$ cat config.mk
export PLATFORM = sky130hd
export DESIGN_NAME = mcar_ctrl
export DESIGN_NICKNAME = d
export VERILOG_FILES = /design/src/hdl/mcar_pkg.sv /design/src/hdl/mcar_ctrl.sv
export SDC_FILE = /design/constraint.sdc
export NUM_CORES = 1
export LEC_CHECK = 0
export BUFFER_PORTS_ARGS = -buffer_cell sky130_fd_sc_hd__buf_2
export CORE_MARGIN = 2
export CORE_UTILIZATION = 33
export CTS_CLUSTER_SIZE = 16
export DETAILED_ROUTE_END_ITERATION = 10
export PLACE_DENSITY = 0.52
export SYNTH_ARGS = -nofsm -noshare
export SYNTH_HDL_FRONTEND = slang
export SYNTH_SLANG_ARGS = --single-unit
$ cat constraint.sdc
create_clock -name clock -period 1.3 [get_ports clock]
set_input_delay 0.13 -clock clock [delete_from_list [all_inputs] [get_ports clock]]
set_output_delay 0.13 -clock clock [all_outputs]
set_load 0.03 [all_outputs]
$ cat src/hdl/mcar_pkg.sv
// ----------------------------------------------------------------------------
// mcar_pkg
// Shared types, constants and helper functions of the modulated comb and
// allpass reverb: command codes, saturation and the sine table.
// ----------------------------------------------------------------------------
package mcar_pkg;

   // Structure of the reverb network.
   localparam int NUM_COMBS = 4;
   localparam int NUM_AP    = 3;

   // Configuration port.
   localparam int CSR_IDX_W  = 2;
   localparam int CSR_DATA_W = 16;
   localparam logic [CSR_IDX_W-1:0] CSR_FEEDBACK  = 2'd0;
   localparam logic [CSR_IDX_W-1:0] CSR_DIFFUSION = 2'd1;
   localparam logic [CSR_IDX_W-1:0] CSR_WET       = 2'd2;

   localparam logic [14:0] FEEDBACK_RESET  = 15'd26214;
   localparam logic [14:0] DIFFUSION_RESET = 15'd16384;
   localparam logic [15:0] WET_RESET       = 16'd9830;
   localparam logic [15:0] WET_ONE         = 16'd32768;

   // Fixed-point constants: damping 0.3 in Q15, modulation depth 0.003 in Q24.
   localparam logic signed [15:0] DAMP_K = 16'sd9830;
   localparam int MOD_K = 50332;

   // Width used when handing a wide intermediate to the saturator.
   localparam int SAT_W = 40;

   // Datapath command codes.
   localparam int OP_W = 5;
   localparam logic [OP_W-1:0] OP_NONE   = 5'd0;
   localparam logic [OP_W-1:0] OP_LOAD   = 5'd1;
   localparam logic [OP_W-1:0] OP_PHASE  = 5'd2;
   localparam logic [OP_W-1:0] OP_MAG    = 5'd3;
   localparam logic [OP_W-1:0] OP_RPOS   = 5'd4;
   localparam logic [OP_W-1:0] OP_RD1    = 5'd5;
   localparam logic [OP_W-1:0] OP_RD2    = 5'd6;
   localparam logic [OP_W-1:0] OP_INTERP = 5'd7;
   localparam logic [OP_W-1:0] OP_DAMP1  = 5'd8;
   localparam logic [OP_W-1:0] OP_DAMP2  = 5'd9;
   localparam logic [OP_W-1:0] OP_FBWR   = 5'd10;
   localparam logic [OP_W-1:0] OP_SUM    = 5'd11;
   localparam logic [OP_W-1:0] OP_APRD   = 5'd12;
   localparam logic [OP_W-1:0] OP_APMUL  = 5'd13;
   localparam logic [OP_W-1:0] OP_APWR   = 5'd14;
   localparam logic [OP_W-1:0] OP_MIX1   = 5'd15;
   localparam logic [OP_W-1:0] OP_MIX2   = 5'd16;
   localparam logic [OP_W-1:0] OP_OUT    = 5'd17;

   // Command from the controller to the datapath.
   typedef struct packed {
      logic [OP_W-1:0] op;
      logic [1:0]      comb;
      logic [1:0]      stage;
   } cmd_type;

   // Status from the datapath to the controller.
   typedef struct packed {
      logic out_busy;
   } status_type;

   // Clamp a wide signed value to signed 16 bits.
   function automatic logic signed [15:0] sat16(input logic signed [SAT_W-1:0] x);
      if (x > 40'sd32767) begin
         return 16'sh7FFF;
      end else if (x < -40'sd32768) begin
         return 16'sh8000;
      end else begin
         return x[15:0];
      end
   endfunction

   // Sine table: quarter-wave odd polynomial in Q30, evaluated at elaboration.
   localparam int SineEntries = 256;
   localparam int SINE_BITS   = 8;
   localparam logic [63:0] ONE_Q30 = 64'd1 << 30;
   localparam logic [63:0] C1 = 64'd1686629713;
   localparam logic [63:0] C3 = 64'd693598668;
   localparam logic [63:0] C5 = 64'd85569305;
   localparam logic [63:0] C7 = 64'd5026996;
   localparam logic [63:0] C9 = 64'd172272;

   typedef logic signed [15:0] sine_tab_type [SineEntries];

   function automatic logic signed [15:0] sine_entry(input int k);
      logic [63:0] t;
      logic [63:0] q;
      logic [63:0] u;
      logic [63:0] u2;
      logic [63:0] p;
      logic [63:0] s;
      logic [63:0] v;
      t = 64'(k) * 64'd4;
      // Quadrant and position inside it; the table size is a power of two.
      q = (t >> SINE_BITS) & 64'd3;
      u = (t & 64'(SineEntries - 1)) << (30 - SINE_BITS);
      if (q[0]) begin
         u = ONE_Q30 - u;
      end
      u2 = (u * u) >> 30;
      p = C7 - ((u2 * C9) >> 30);
      p = C5 - ((u2 * p) >> 30);
      p = C3 - ((u2 * p) >> 30);
      p = C1 - ((u2 * p) >> 30);
      s = (u * p) >> 30;
      v = (s * 64'd32767 + (64'd1 << 29)) >> 30;
      if (v > 64'd32767) begin
         v = 64'd32767;
      end
      return q[1] ? -$signed(v[15:0]) : $signed(v[15:0]);
   endfunction

   function automatic sine_tab_type build_sine();
      sine_tab_type tab;
      for (int k = 0; k < SineEntries; k++) begin
         tab[k] = sine_entry(k);
      end
      return tab;
   endfunction

   localparam sine_tab_type SINE_TAB = build_sine();

endpackage

$ cat src/hdl/mcar_ctrl.sv
// ----------------------------------------------------------------------------
// mcar_ctrl
// Sequencer of the reverb: steps the shared datapath through the four combs,
// the three allpass stages, the dry/wet mix and the result handoff.
// ----------------------------------------------------------------------------
module mcar_ctrl (
   input  logic                 clock,
   input  logic                 reset,
   input  logic                 req_valid,
   output logic                 req_stall,
   output mcar_pkg::cmd_type    cmd,
   input  mcar_pkg::status_type status
);
   import mcar_pkg::*;

   localparam logic [4:0] S_IDLE   = 5'd0;
   localparam logic [4:0] S_PHASE  = 5'd1;
   localparam logic [4:0] S_MAG    = 5'd2;
   localparam logic [4:0] S_RPOS   = 5'd3;
   localparam logic [4:0] S_RD1    = 5'd4;
   localparam logic [4:0] S_RD2    = 5'd5;
   localparam logic [4:0] S_INTERP = 5'd6;
   localparam logic [4:0] S_DAMP1  = 5'd7;
   localparam logic [4:0] S_DAMP2  = 5'd8;
   localparam logic [4:0] S_FBWR   = 5'd9;
   localparam logic [4:0] S_SUM    = 5'd10;
   localparam logic [4:0] S_APRD   = 5'd11;
   localparam logic [4:0] S_APMUL  = 5'd12;
   localparam logic [4:0] S_APWR   = 5'd13;
   localparam logic [4:0] S_MIX1   = 5'd14;
   localparam logic [4:0] S_MIX2   = 5'd15;
   localparam logic [4:0] S_OUT    = 5'd16;

   localparam logic [1:0] LAST_COMB  = 2'(NUM_COMBS - 1);
   localparam logic [1:0] LAST_STAGE = 2'(NUM_AP - 1);

   logic [4:0] state_ff, state_in;
   logic [1:0] comb_ff, comb_in;
   logic [1:0] stage_ff, stage_in;

   // Only the idle state takes a new request.
   assign req_stall = (state_ff != S_IDLE);

   // Next state and loop counters.
   always_comb begin
      state_in = state_ff;
      comb_in  = comb_ff;
      stage_in = stage_ff;
      unique case (state_ff)
         S_IDLE: begin
            if (req_valid) begin
               state_in = S_PHASE;
               comb_in  = 2'd0;
            end
         end
         S_PHASE:  state_in = S_MAG;
         S_MAG:    state_in = S_RPOS;
         S_RPOS:   state_in = S_RD1;
         S_RD1:    state_in = S_RD2;
         S_RD2:    state_in = S_INTERP;
         S_INTERP: state_in = S_DAMP1;
         S_DAMP1:  state_in = S_DAMP2;
         S_DAMP2:  state_in = S_FBWR;
         S_FBWR: begin
            if (comb_ff == LAST_COMB) begin
               state_in = S_SUM;
            end else begin
               state_in = S_PHASE;
               comb_in  = comb_ff + 2'd1;
            end
         end
         S_SUM: begin
            state_in = S_APRD;
            stage_in = 2'd0;
         end
         S_APRD:  state_in = S_APMUL;
         S_APMUL: state_in = S_APWR;
         S_APWR: begin
            if (stage_ff == LAST_STAGE) begin
               state_in = S_MIX1;
            end else begin
               state_in = S_APRD;
               stage_in = stage_ff + 2'd1;
            end
         end
         S_MIX1: state_in = S_MIX2;
         S_MIX2: state_in = S_OUT;
         S_OUT: begin
            if (!status.out_busy) begin
               state_in = S_IDLE;
            end
         end
         default: state_in = S_IDLE;
      endcase
   end

   // Command decode.
   always_comb begin
      cmd.comb  = comb_ff;
      cmd.stage = stage_ff;
      unique case (state_ff)
         S_IDLE:   cmd.op = req_valid ? OP_LOAD : OP_NONE;
         S_PHASE:  cmd.op = OP_PHASE;
         S_MAG:    cmd.op = OP_MAG;
         S_RPOS:   cmd.op = OP_RPOS;
         S_RD1:    cmd.op = OP_RD1;
         S_RD2:    cmd.op = OP_RD2;
         S_INTERP: cmd.op = OP_INTERP;
         S_DAMP1:  cmd.op = OP_DAMP1;
         S_DAMP2:  cmd.op = OP_DAMP2;
         S_FBWR:   cmd.op = OP_FBWR;
         S_SUM:    cmd.op = OP_SUM;
         S_APRD:   cmd.op = OP_APRD;
         S_APMUL:  cmd.op = OP_APMUL;
         S_APWR:   cmd.op = OP_APWR;
         S_MIX1:   cmd.op = OP_MIX1;
         S_MIX2:   cmd.op = OP_MIX2;
         S_OUT:    cmd.op = status.out_busy ? OP_NONE : OP_OUT;
         default:  cmd.op = OP_NONE;
      endcase
   end

   // State registers.
   always_ff @(posedge clock) begin
      if (reset) begin
         state_ff <= S_IDLE;
         comb_ff  <= 2'd0;
         stage_ff <= 2'd0;
      end else begin
         state_ff <= state_in;
         comb_ff  <= comb_in;
         stage_ff <= stage_in;
      end
   end

   // A comb that is not the last one hands over to the next comb.
   assert property (@(posedge clock) disable iff (reset)
      (state_ff == S_FBWR && comb_ff != LAST_COMB)
         |=> (state_ff == S_PHASE && comb_ff == $past(comb_ff) + 2'd1))
      else $error("comb sequencing skipped a comb");

endmodule

==> run_results.csv <==
group,metric,value,unit
power_and_ir_drop,clkPwrFrac,25.1,%
outcome,outcome,"complete, but fails checks",
job,maxCapViolCount,0,
drt,wl_per_cell,13.0,um
sta,tightest_slew,0.330,ns
placed_design,pre_cts_ws,-0.129,ns
synthesis,syn_area,626,um^2
sta,final_hold_viol_count,0,
grt,grt_pass1_wl,2950,um
synthesis,yosys_warnings,0,
synthesis,synthArstFlopShare,0,%
cts,clk_pin_slew,0.06,ns
cts,tritoncts,"done",
outcome,violations,"negative setup slack",
cts,clockBufferDepth,2,
worst_setup_path,path_max_fanout,5,
synthesis,avgSynthCellArea,8.02,um^2
sta,worst_slack,-0.159,ns
sta,fmax,0.685,GHz
drt,routed_wl,1850,um
sta,finalMaxSlewViolations,0,
worst_setup_path,path_delay_family,"buffers and inverters",
power_and_ir_drop,power_switching_share,33.1,%
worst_setup_path,critPathMaxStageDelay,0.32,ns
layout,fillers,150,
cts,cts_buffers,3,
power_and_ir_drop,seqPwrFrac,33.1,%
power_and_ir_drop,powerDensity,729,nW/um^2
synthesis,synth.distinct_cells,33,
placed_design,dp_cells,132,
floorplanning,num_rows,15,
synthesis,syn-num-nets,84,
worst_setup_path,worst_path_max_delay_cell,"dfxtp_2",
worst_setup_path,path_buf_inv,3,
placed_design,gp_congestion,0.849,
layout,regArea,201,um^2
layout,fin_area,1180,um^2
placed_design,dp_hpwl,1260,um
sta,fin_crit,1.46,ns
drt,vias_per_cell,4.98,
worst_setup_path,cp.required,1.17,ns
layout,final_common_cell,"buf_4",
placed_design,place_area,897,um^2
worst_setup_path,cpMostUsedCell,"buf_6",
layout,diodes,0,
layout,multiInputGateArea,567,um^2
cts,clkLatencyLatePin,0.26,ns
cts,cts-root-buf,"clkbuf_4",
worst_setup_path,crit_path_end_kind,"output port",
power_and_ir_drop,switching_power,285,uW
drt,num_vias,707,
sta,finalSetupViolCount,9,
synthesis,dominantRegCellSynth,"dfxtp_1",
worst_setup_path,cp_cell_sequence,"buf_6, nor3_4, nand3_2, buf_6, o21ai_2, buf_6",
drt,drt_pass1_iterations,2,
cts,cts_hold_buf,0,
sta,rsz0062_at_grt,"yes",
floorplanning,die_area,2260,um^2
layout,fin_nets,124,
power_and_ir_drop,p_leak,0.539,nW
sta,fin_skew,0.00559,ns
power_and_ir_drop,p_int,577,uW
floorplanning,coreArea,1760,um^2
worst_setup_path,worstSetupPathType,"reg2out",
cts,cts_sinks,9,
grt,track_usage,18.8,%
synthesis,syn_inst,78,
layout,final_cell_mix,"20 x buf_4, 13 x buf_6, 7 x buf_2",
grt,overflow,0,
hold_path,hp-class,"in2reg",
grt,grt_pass1_vias,687,
worst_setup_path,startpoint_type,"flop",
synthesis,synth_top_cell_by_area,"dfxtp_1",
synthesis,yosys-top-cells-area,"dfxtp_1 29%, buf_6 5.4%, nor2b_1 5.0%",
drt,postRouteAntennaNets,0,
drt,post-route-drc-count,0,
synthesis,synth-edff-count,0,
sta,slew_headroom,77.9,%
power_and_ir_drop,p_comb_share,41.8,%
floorplanning,start_util,35.5,%
grt,grt_start_max_net_pins,12,
floorplanning,die_w,47.5,um
grt,grt_antenna_before_repair,0,
sta,min_period_over_period,112,%
layout,final_util,67.0,%
worst_setup_path,arrival,1.33,ns
floorplanning,ios,14,
layout,layout.cells.non_filler,142,
placed_design,port_buffers,13,
floorplanning,dieHeight,47.5,um
layout,drive_gt1_share,71.8,%
layout,area.growth.synth_to_final,89.0,%
drt,drtIter0Drc,8,
synthesis,yosysSeqAreaShare,28.8,%
cts,htree_levels,1,
synthesis,ys_seq_elements,9,
power_and_ir_drop,ir_drop,0.000686,V
synthesis,synth_top_area_share,28.8,%
path summary, 6_finish.rpt:
kind	slack, ns	start	end	depth (start not counted)
worst max register to register	-0.14	stage_ff[0]$_SDFFE_PP0P_	stage_ff[0]$_SDFFE_PP0P_	5
worst max-delay path	-0.16	state_ff[3]$_SDFFE_PP0P_	cmd[4]	6
worst min register to register	0.50	stage_ff[0]$_SDFFE_PP0P_	stage_ff[0]$_SDFFE_PP0P_	2
worst min-delay path	0.19	reset	comb_ff[0]$_SDFFE_PP0P_	2
power by group through the flow:
stage               Clock, mW  Combinational (mW)  Sequential, mW
floorplan                   0               0.156           0.288
global placement            0               0.228           0.291
detailed placement          0               0.228           0.292
CTS                     0.227               0.331           0.285
global route            0.246               0.382           0.285
finish                  0.216               0.360           0.285
through the flow:
step | setup TNS [ns] | power, mW | hold slack (ns)
6_report | -1.09 | 0.862 | 0.186
5_1_grt | -1.76 | 0.913 | 0.178
4_1_cts | -1.12 | 0.843 | 0.171
3_5_place_dp | -0.375 | 0.520 | 0.453
3_3_place_gp | -0.284 | 0.519 | 0.451
2_1_floorplan | -0.254 | 0.444 | 0.300
final cells by class:
class / instances / area share, %
Tap cell: 25 / 2.65
Sequential cell: 9 / 17.0
Timing Repair Buffer: 41 / 29.3
Inverter: 2 / 0.847
Clock buffer: 4 / 2.22
Multi-Input combinational cell: 61 / 47.9
timing repair:
action,CTS,global route
pin swaps,8,4
setup buffers,7,1
setup endpoints to repair,12,14
resized for setup,43,15
sequential cells by signal (all words and copies together), names as in the netlist:
name / cells
stage_ff: 2
comb_ff: 2
state_ff: 5
logic make-up (layout without fill, tap and decap cells):
group	after synthesis	count (layout)	share of synthesized area (%)
buffers and inverters	8	47	8.40
XOR/XNOR	2	2	2.80
adder cells (fa/ha/maj)	2	2	4.00
flip-flops	9	9	28.8
AND/OR/NAND/NOR	39	39	37.4
AO/OA/AOI/OAI	17	17	17.0
multiplexers	1	1	1.60
Yosys cell counts (2+ instances only):
master	instances
dfxtp_1	9
nand2_1	4
xor2_1	2
nor3_1	3
ha_1	2
buf_6	3
nor2b_1	5
nand2b_1	2
a21oi_1	6
nand4_1	2
or3_1	2
o21ai_0	4
inv_1	2
nor2_1	8
nand3_1	4
clkbuf_1	3
metal layers:
| layer | track usage, % | wire length, um |
|---|---|---|
| met5 | 0 | 0 |
| met2 | 34.1 | 957 |
| met4 | 1.62 | 0 |
| met3 | 6.79 | 61 |
| met1 | 22.1 | 828 |
worst register-to-register path, stage by stage, from the launching register on:
cell	delay (ns)
dfxtp_4	0.35
inv_4	0.04
ha_4	0.15
or3b_4	0.42
or3_1	0.32
o31ai_1	0.07
Power figures use the tool's default switching activity.
